==> src/spira_pkg.sv <==
// Package for the SPI register-access master: phase, action and register codes.
// Used by spi_register_access_master_unit; no other dependencies.
package spira_pkg;

   localparam int unsigned HalfBitWidth = 10;
   localparam int unsigned GapWidth     = 16;
   localparam int unsigned ByteWidth    = 8;
   localparam int unsigned AddrWidth    = 7;
   localparam int unsigned BitCntWidth  = 4;
   localparam int unsigned CsrIdxWidth  = 2;
   localparam int unsigned CsrDataWidth = 16;

   localparam logic [HalfBitWidth-1:0] HALF_BIT_RESET   = 10'd8;
   localparam logic [GapWidth-1:0]     READ_GAP_RESET   = 16'd800;
   localparam logic [GapWidth-1:0]     BURST_GAP_RESET  = 16'd120;
   localparam logic [BitCntWidth-1:0]  BITS_PER_BYTE    = 4'd8;
   localparam logic [ByteWidth-1:0]    ADDR_WRITE_FLAG  = 8'h80;
   localparam logic [ByteWidth-1:0]    ADDR_READ_MASK   = 8'h7f;

   typedef enum logic [2:0] {
      PH_IDLE,
      PH_ADDR,
      PH_GAP,
      PH_RX,
      PH_TX,
      PH_BGAP,
      PH_FINISH
   } phase_type;

   typedef enum logic [2:0] {
      ACT_REG_WRITE,
      ACT_REG_READ,
      ACT_BYTE_OUT,
      ACT_BYTE_IN,
      ACT_SET_SELECT
   } action_type;

   typedef enum logic [CsrIdxWidth-1:0] {
      CSR_HALF_BIT,
      CSR_READ_GAP,
      CSR_BURST_GAP
   } csr_index_type;

endpackage

==> src/spi_register_access_master_unit.sv <==
// SPI mode-3 register-access master: serial engine, config registers, result register.
// Depends on spira_pkg for phase, action and register codes.
//
// The result of a transaction on req_ is registered and appears on rsp_ in the cycle after acceptance.
// Throughput: one transaction per cycle while req_stall is low; each req transaction is one
//   engine tick, and the next-state logic feeds the rsp output register directly.
// req_stall rises only while a finished result sits in the output register under rsp_stall.
// Reset (synchronous, active high): engine idle, engine SCLK level and select high, config registers
//   back to half bit 8, read gap 800, burst gap 120; rsp_valid cleared.
module spi_register_access_master_unit (
   input  logic                                clock,
   input  logic                                reset,
   // request channel: one transaction per engine tick
   input  logic                                req_valid,
   output logic                                req_stall,
   input  logic                                req_start_req,
   input  logic [2:0]                          req_action,
   input  logic [spira_pkg::AddrWidth-1:0]     req_reg_address,
   input  logic [spira_pkg::ByteWidth-1:0]     req_write_byte,
   input  logic                                req_miso,
   // result channel
   output logic                                rsp_valid,
   input  logic                                rsp_stall,
   output logic                                rsp_sclk,
   output logic                                rsp_mosi,
   output logic                                rsp_select_n,
   output logic                                rsp_busy_res,
   output logic                                rsp_done_res,
   output logic [spira_pkg::ByteWidth-1:0]     rsp_read_byte,
   // configuration write port
   input  logic                                csr_valid,
   output logic                                csr_ready,
   input  logic [spira_pkg::CsrIdxWidth-1:0]   csr_index,
   input  logic [spira_pkg::CsrDataWidth-1:0]  csr_data
);

   // ---------------------------------------------------------------------------------
   // Configuration registers. Writes are always taken; an unused index is dropped.
   // ---------------------------------------------------------------------------------
   logic [spira_pkg::HalfBitWidth-1:0] half_bit_ff;
   logic [spira_pkg::GapWidth-1:0]     read_gap_ff;
   logic [spira_pkg::GapWidth-1:0]     burst_gap_ff;

   assign csr_ready = 1'b1;

   always_ff @(posedge clock) begin
      if (reset) begin
         half_bit_ff  <= spira_pkg::HALF_BIT_RESET;
         read_gap_ff  <= spira_pkg::READ_GAP_RESET;
         burst_gap_ff <= spira_pkg::BURST_GAP_RESET;
      end else if (csr_valid && csr_ready) begin
         unique case (spira_pkg::csr_index_type'(csr_index))
            spira_pkg::CSR_HALF_BIT:  half_bit_ff  <= csr_data[spira_pkg::HalfBitWidth-1:0];
            spira_pkg::CSR_READ_GAP:  read_gap_ff  <= csr_data;
            spira_pkg::CSR_BURST_GAP: burst_gap_ff <= csr_data;
            default: ;
         endcase
      end
   end

   // ---------------------------------------------------------------------------------
   // Engine state
   // ---------------------------------------------------------------------------------
   spira_pkg::phase_type                phase_ff,   phase_in;
   logic [spira_pkg::BitCntWidth-1:0]   bit_cnt_ff, bit_cnt_in;
   logic [spira_pkg::ByteWidth-1:0]     shift_ff,   shift_in;
   logic [spira_pkg::GapWidth-1:0]      timer_ff,   timer_in;
   logic [spira_pkg::ByteWidth-1:0]     pending_ff, pending_in;
   spira_pkg::action_type               kind_ff,    kind_in;
   logic                                select_ff,  select_in;
   logic                                sclk_lvl_ff, sclk_lvl_in;

   // Result register
   logic                                rsp_valid_ff, rsp_valid_in;
   logic                                sclk_ff, sclk_in;
   logic                                mosi_ff, mosi_in;
   logic                                select_n_ff;
   logic                                busy_ff, busy_in;
   logic                                done_ff, done_in;
   logic [spira_pkg::ByteWidth-1:0]     read_byte_ff, read_byte_in;

   logic                                accept;
   logic [spira_pkg::HalfBitWidth-1:0]  half_eff;
   spira_pkg::phase_type                tick_phase;

   // The output register is the only buffer: stall the request side only while a
   // result is held there by the consumer.
   assign req_stall = rsp_valid_ff & rsp_stall;
   assign accept    = req_valid & ~req_stall;

   // zero half-bit count runs as one
   assign half_eff = (half_bit_ff == '0) ? {{(spira_pkg::HalfBitWidth-1){1'b0}}, 1'b1}
                                         : half_bit_ff;

   // ---------------------------------------------------------------------------------
   // One engine tick: launch from idle, then advance whatever phase is current.
   // ---------------------------------------------------------------------------------
   always_comb begin
      phase_in    = phase_ff;
      bit_cnt_in  = bit_cnt_ff;
      shift_in    = shift_ff;
      timer_in    = timer_ff;
      pending_in  = pending_ff;
      kind_in     = kind_ff;
      select_in   = select_ff;
      sclk_lvl_in = sclk_lvl_ff;

      sclk_in      = 1'b1;
      mosi_in      = 1'b0;
      busy_in      = 1'b0;
      done_in      = 1'b0;
      read_byte_in = '0;

      // launch: the accepting tick is already the first low tick of the byte
      if (phase_ff == spira_pkg::PH_IDLE && req_start_req) begin
         unique case (req_action)
            spira_pkg::ACT_SET_SELECT: begin
               select_in = req_write_byte[0];
               kind_in   = spira_pkg::ACT_SET_SELECT;
               done_in   = 1'b1;
            end
            spira_pkg::ACT_REG_WRITE, spira_pkg::ACT_REG_READ,
            spira_pkg::ACT_BYTE_OUT, spira_pkg::ACT_BYTE_IN: begin
               kind_in     = spira_pkg::action_type'(req_action);
               pending_in  = req_write_byte;
               bit_cnt_in  = '0;
               timer_in    = '0;
               sclk_lvl_in = 1'b0;
               unique case (req_action)
                  spira_pkg::ACT_REG_WRITE: begin
                     phase_in = spira_pkg::PH_ADDR;
                     shift_in = {1'b0, req_reg_address} | spira_pkg::ADDR_WRITE_FLAG;
                  end
                  spira_pkg::ACT_REG_READ: begin
                     phase_in = spira_pkg::PH_ADDR;
                     shift_in = {1'b0, req_reg_address} & spira_pkg::ADDR_READ_MASK;
                  end
                  spira_pkg::ACT_BYTE_OUT: begin
                     phase_in = spira_pkg::PH_TX;
                     shift_in = req_write_byte;
                  end
                  default: begin
                     phase_in = spira_pkg::PH_RX;
                     shift_in = '0;
                  end
               endcase
            end
            default: ;  // undefined action codes start nothing
         endcase
      end

      tick_phase = phase_in;

      unique case (tick_phase)
         spira_pkg::PH_ADDR, spira_pkg::PH_TX, spira_pkg::PH_RX: begin
            sclk_in = sclk_lvl_in;
            mosi_in = (tick_phase != spira_pkg::PH_RX) & shift_in[spira_pkg::ByteWidth-1];
            busy_in = 1'b1;
            // sample MISO on the rising edge (first high tick)
            if (tick_phase == spira_pkg::PH_RX && sclk_lvl_in && timer_in == '0)
               shift_in = {shift_in[spira_pkg::ByteWidth-2:0], req_miso};
            timer_in = timer_in + 16'd1;
            if (timer_in >= {{(spira_pkg::GapWidth-spira_pkg::HalfBitWidth){1'b0}},
                             half_eff}) begin
               timer_in = '0;
               if (!sclk_lvl_in) begin
                  sclk_lvl_in = 1'b1;
               end else begin
                  sclk_lvl_in = 1'b0;
                  if (tick_phase != spira_pkg::PH_RX)
                     shift_in = {shift_in[spira_pkg::ByteWidth-2:0], 1'b0};
                  bit_cnt_in = bit_cnt_in + 4'd1;
                  if (bit_cnt_in >= spira_pkg::BITS_PER_BYTE) begin
                     // end of byte
                     priority if (tick_phase == spira_pkg::PH_ADDR) begin
                        if (kind_in == spira_pkg::ACT_REG_WRITE) begin
                           phase_in    = spira_pkg::PH_TX;
                           shift_in    = pending_in;
                           bit_cnt_in  = '0;
                           sclk_lvl_in = 1'b0;
                        end else if (read_gap_ff == '0) begin
                           phase_in    = spira_pkg::PH_RX;
                           shift_in    = '0;
                           bit_cnt_in  = '0;
                           sclk_lvl_in = 1'b0;
                        end else begin
                           phase_in    = spira_pkg::PH_GAP;
                           sclk_lvl_in = 1'b1;
                        end
                     end else if ((tick_phase == spira_pkg::PH_TX &&
                                   kind_in == spira_pkg::ACT_BYTE_OUT) ||
                                  (tick_phase == spira_pkg::PH_RX &&
                                   kind_in == spira_pkg::ACT_BYTE_IN)) begin
                        sclk_lvl_in = 1'b1;
                        phase_in    = (burst_gap_ff == '0) ? spira_pkg::PH_FINISH
                                                           : spira_pkg::PH_BGAP;
                     end else begin
                        phase_in    = spira_pkg::PH_FINISH;
                        sclk_lvl_in = 1'b1;
                     end
                  end
               end
            end
         end
         spira_pkg::PH_GAP: begin
            busy_in  = 1'b1;
            timer_in = timer_in + 16'd1;
            if (timer_in >= read_gap_ff) begin
               phase_in    = spira_pkg::PH_RX;
               shift_in    = '0;
               bit_cnt_in  = '0;
               timer_in    = '0;
               sclk_lvl_in = 1'b0;
            end
         end
         spira_pkg::PH_BGAP: begin
            busy_in  = 1'b1;
            timer_in = timer_in + 16'd1;
            if (timer_in >= burst_gap_ff) begin
               phase_in = spira_pkg::PH_FINISH;
               timer_in = '0;
            end
         end
         spira_pkg::PH_FINISH: begin
            done_in = 1'b1;
            if (kind_in == spira_pkg::ACT_REG_READ || kind_in == spira_pkg::ACT_BYTE_IN)
               read_byte_in = shift_in;
            phase_in    = spira_pkg::PH_IDLE;
            sclk_lvl_in = 1'b1;
         end
         default: begin
            phase_in    = spira_pkg::PH_IDLE;
            sclk_lvl_in = 1'b1;
         end
      endcase
   end

   // engine state advances only on an accepted tick
   always_ff @(posedge clock) begin
      if (reset) begin
         phase_ff    <= spira_pkg::PH_IDLE;
         bit_cnt_ff  <= '0;
         shift_ff    <= '0;
         timer_ff    <= '0;
         pending_ff  <= '0;
         kind_ff     <= spira_pkg::ACT_REG_WRITE;
         select_ff   <= 1'b1;
         sclk_lvl_ff <= 1'b1;
      end else if (accept) begin
         phase_ff    <= phase_in;
         bit_cnt_ff  <= bit_cnt_in;
         shift_ff    <= shift_in;
         timer_ff    <= timer_in;
         pending_ff  <= pending_in;
         kind_ff     <= kind_in;
         select_ff   <= select_in;
         sclk_lvl_ff <= sclk_lvl_in;
      end
   end

   // ---------------------------------------------------------------------------------
   // Result register
   // ---------------------------------------------------------------------------------
   assign rsp_valid_in = accept | (rsp_valid_ff & rsp_stall);

   always_ff @(posedge clock) begin
      if (reset) begin
         rsp_valid_ff <= 1'b0;
      end else begin
         rsp_valid_ff <= rsp_valid_in;
      end
   end

   always_ff @(posedge clock) begin
      if (accept) begin
         sclk_ff      <= sclk_in;
         mosi_ff      <= mosi_in;
         select_n_ff  <= select_in;
         busy_ff      <= busy_in;
         done_ff      <= done_in;
         read_byte_ff <= read_byte_in;
      end
   end

   assign rsp_valid     = rsp_valid_ff;
   assign rsp_sclk      = sclk_ff;
   assign rsp_mosi      = mosi_ff;
   assign rsp_select_n  = select_n_ff;
   assign rsp_busy_res  = busy_ff;
   assign rsp_done_res  = done_ff;
   assign rsp_read_byte = read_byte_ff;

   // ---------------------------------------------------------------------------------
   // Assertions
   // ---------------------------------------------------------------------------------
   a_done_not_busy: assert property (@(posedge clock) disable iff (reset)
      rsp_valid_ff |-> !(done_ff && busy_ff))
      else $error("done and busy reported together");

   a_read_byte_on_done: assert property (@(posedge clock) disable iff (reset)
      (rsp_valid_ff && read_byte_ff != '0) |-> done_ff)
      else $error("read byte nonzero outside a done tick");

   a_serial_idle: assert property (@(posedge clock) disable iff (reset)
      (rsp_valid_ff && (mosi_ff || !sclk_ff)) |-> busy_ff)
      else $error("serial lines active while not busy");

   a_finish_gives_done: assert property (@(posedge clock) disable iff (reset)
      (accept && phase_ff == spira_pkg::PH_FINISH) |=> (rsp_valid_ff && done_ff))
      else $error("finish tick without done");

   a_stall_holds_engine: assert property (@(posedge clock) disable iff (reset)
      (req_stall && !$past(reset)) |=> $stable(phase_ff))
      else $error("engine advanced while stalled");

endmodule
==> config.mk <==
export PLATFORM = sky130hd
export DESIGN_NAME = spi_register_access_master_unit
export DESIGN_NICKNAME = d
export VERILOG_FILES = /design/src/spira_pkg.sv /design/src/spi_register_access_master_unit.sv
export SDC_FILE = /design/constraint.sdc
export NUM_CORES = 1
export LEC_CHECK = 0
export CAP_MARGIN = 30
export CORE_MARGIN = 2
export CORE_UTILIZATION = 47
export CTS_CLUSTER_DIAMETER = 30
export CTS_CLUSTER_SIZE = 40
export DETAILED_ROUTE_END_ITERATION = 8
export DONT_BUFFER_PORTS = 1
export SLEW_MARGIN = 20
export SYNTH_ARGS = -nofsm -noshare
export SYNTH_HDL_FRONTEND = slang
export SYNTH_SLANG_ARGS = --single-unit
==> constraint.sdc <==
create_clock -name clock -period 4.15 [get_ports clock]
set_input_delay 0.6225 -clock clock [delete_from_list [all_inputs] [get_ports clock]]
set_output_delay 0.6225 -clock clock [all_outputs]
set_load 0.005 [all_outputs]
==> reports/results.ini <==
[timing]
max_slew_margin_pct=31.2
finalHoldViolations=0
rsz0062_at_grt=false
fin_crit_ns=3.87
finalClockSkew_ns=0.00916
clock.fmax_ghz=0.259
worst_pin_slew_ns=1.03
fin_crit_sh_pct=93.1
setup_viol=0
slew_violations=0
tns_ns=0

[global_route]
antenna_found_initial=0
grt_pass1_vias=5416
grt_first_pass_wirelength_um=30300
grt_overflow=0
grt.total_usage_pct=27.0
grt_max_degree=63

[drt]
viasPerCell=6.10
antenna_left=0
wl_per_cell_um=19.7
drc=0
first_pass_iters=6
routed_wl_um=19100
first_iter_violations=488
via_count=5923

[synth]
synth_nets=897
ys.flop_type=dfxtp_1
synth-seq-cells=100
syn-cell-area_um2=6370
yosysSeqAreaShare_pct=33.5
yosysWarnings=0
synth_cell_types=79
syn_inst=811
async_flop_share_pct=0
synth_area_per_cell_um2=7.85
synth_edf_count=13

[worst_hold_path]
min_to=burst_gap_ff[11]
min_path_type=in -> reg
hold_depth=1
hp-start=reset

[cts]
h-tree-depth=3
cts_made_buffers=9
path_clk_slew_ns=0.07
hold_buffers=0
cts_root_buf=clkbuf_16
insertion_delay_ns=0.35
cts_tree=built
cts_resized=0
cts_sinks=100
cts_setup_buffers=0
cts_buffer_depth=2

[critical_path]
crit_start=timer_ff[0]
r2r-end=shift_ff[2]
max_stage_delay_ns=0.61
cp.required_ns=4.44
path_cells=nand3_1 > nor2_1 > and3_1 > xnor2_1 > nor2_2 > ha_1 > a2111oi_0 > o211ai_1 > a31oi_1 > a31oi_1 > o21ai_1 > or4b_2 > o21ai_1
cp_data_arrival_time_ns=4.15
critPathTopFamily=simple AND/OR/NAND/NOR gates
cp-start-kind=flip-flop
crit_buf_inv=0
crit_slowest_cell=or4b_2
rr_worst_depth=13
reg2reg_slack_ns=0.28
worstSetupPathType=reg -> reg
r2r_start=timer_ff[0]
end_kind=flip-flop
worstPathMaxFanout=8

[floorplan]
die_h_um=120
fp.dieArea_um2=14500
die_x_um=120
core_area_um2=13200
initial_core_util_pct=48.1
num_rows=42
ios=59

[placement]
dp_hpwl_um=14200
port_buffers=0
place.gp.congestion=0.916

[power]
power.density_nw_per_um2=319
ir_worst_vdd_mv=0.209
p_leak_nw=2.68

[finish]
drive_above_1_share_pct=7.42
final_cell_mix=nand2_1 (124), dfxtp_1 (87), nor2_1 (69)
antenna_cells=0
final_common_cell=nand2_1
finalCoreUtilization_pct=51.7
area_growth_pct=7.60
final_nets=878

[run_status]
status=complete, no violations

[job]
maxCapViolCount=0

[layer usage]
layer	global-route usage (%)	share of wire [%]
met4	7.05	1.0
met5	0	0
met1	41.1	49
met2	37.9	42
met3	6.32	8.4
[flip-flops by register name, indices dropped and copies added, names as in the netlist]
signal,flops
bit_cnt_ff,4
burst_gap_ff,16
half_bit_ff,10
kind_ff,3
pending_ff,8
phase_ff,3
read_gap_ff,16
rsp_busy_res,1
rsp_done_res,1
rsp_mosi,1
rsp_read_byte,8
rsp_sclk,1
rsp_select_n,1
rsp_valid,1
sclk_lvl_ff,1
select_ff,1
shift_ff,8
timer_ff,16
[cells in the mapped netlist (4+ instances only)]
cell,instances,area (um^2)
buf_1,6,22.5
a31oi_1,12,75.1
a21o_1,14,105
a211o_1,5,43.8
nor4_1,20,125
clkbuf_1,34,128
mux2i_1,11,110
nand4_1,12,75.1
xor2_1,6,52.6
and2_1,6,37.5
ha_1,43,538
xnor2_1,6,52.6
buf_2,9,45.0
a21oi_1,65,325
nand3_1,22,110
a221oi_1,6,52.6
a32o_1,16,160
nand2_1,124,465
or2_2,4,25.0
nand2b_1,6,37.5
a211oi_1,5,37.5
nor4b_1,4,35.0
inv_1,49,184
edfxtp_1,13,390
o22ai_1,4,25.0
o21ai_0,22,110
and3_1,5,31.3
o21a_1,6,45.0
nor3_1,21,105
nor2_1,72,270
nor2b_1,11,68.8
a311oi_1,4,35.0
or3_1,6,37.5
dfxtp_1,87,1740
o211ai_1,10,75.1
[worst max path at each step]
stage / endpoint / slack [ns] / depth (start not counted)
final: shift_ff[2] / 0.28 / 13
after global routing: phase_ff[0] / 0.07 / 16
after CTS: bit_cnt_ff[2] / 0.14 / 13
after detailed placement: bit_cnt_ff[2] / 0.15 / 13
after global placement: shift_ff[2] / 0.23 / 13
after floorplan: shift_ff[2] / 0.03 / 15
[power by group]
group	internal, mW	switching, mW
registers	1.02	0.0265
logic	0.0998	0.190
clock network	0.493	0.358
[area by class of cell]
type / instances / area, um^2
multi-input cells: 608 / 3850
fillers: 1282 / 6390
repair buffers: 22 / 165
inverters: 51 / 191
well taps: 176 / 220
clock inverters: 2 / 35.0
flip-flops and latches: 100 / 2130
clock buffers: 12 / 256
[cells by family (layout without fill, tap and decap cells)]
logic type      Yosys count  in the layout  share of synthesized area [%]
flops                   100            100                           33.5
buf+inv                 103             87                           6.44
compound gates          209            209                           22.9
other cells               1              1                         0.0589
mux                      13             13                           2.08
xor+xnor                 12             12                           1.65
simple gates            330            330                           24.9
fa+ha+maj                43             43                           8.45
[per-stage QoR]
step / power, mW / hold slack [ns] / instance area [um^2] / instances / worst slack (ns)
2_1_floorplan: 1.27 / 0.432 / 6380 / 811 / 0.0264
3_3_place_gp: 1.34 / 0.439 / 6540 / 956 / 0.231
3_5_place_dp: 1.35 / 0.442 / 6550 / 957 / 0.149
4_1_cts: 2.20 / 0.335 / 6840 / 971 / 0.137
5_1_grt: 2.28 / 0.340 / 6850 / 971 / 0.0659
6_report: 2.18 / 0.356 / 6850 / 971 / 0.284
No activity file was read; power rests on OpenSTA's default activity.
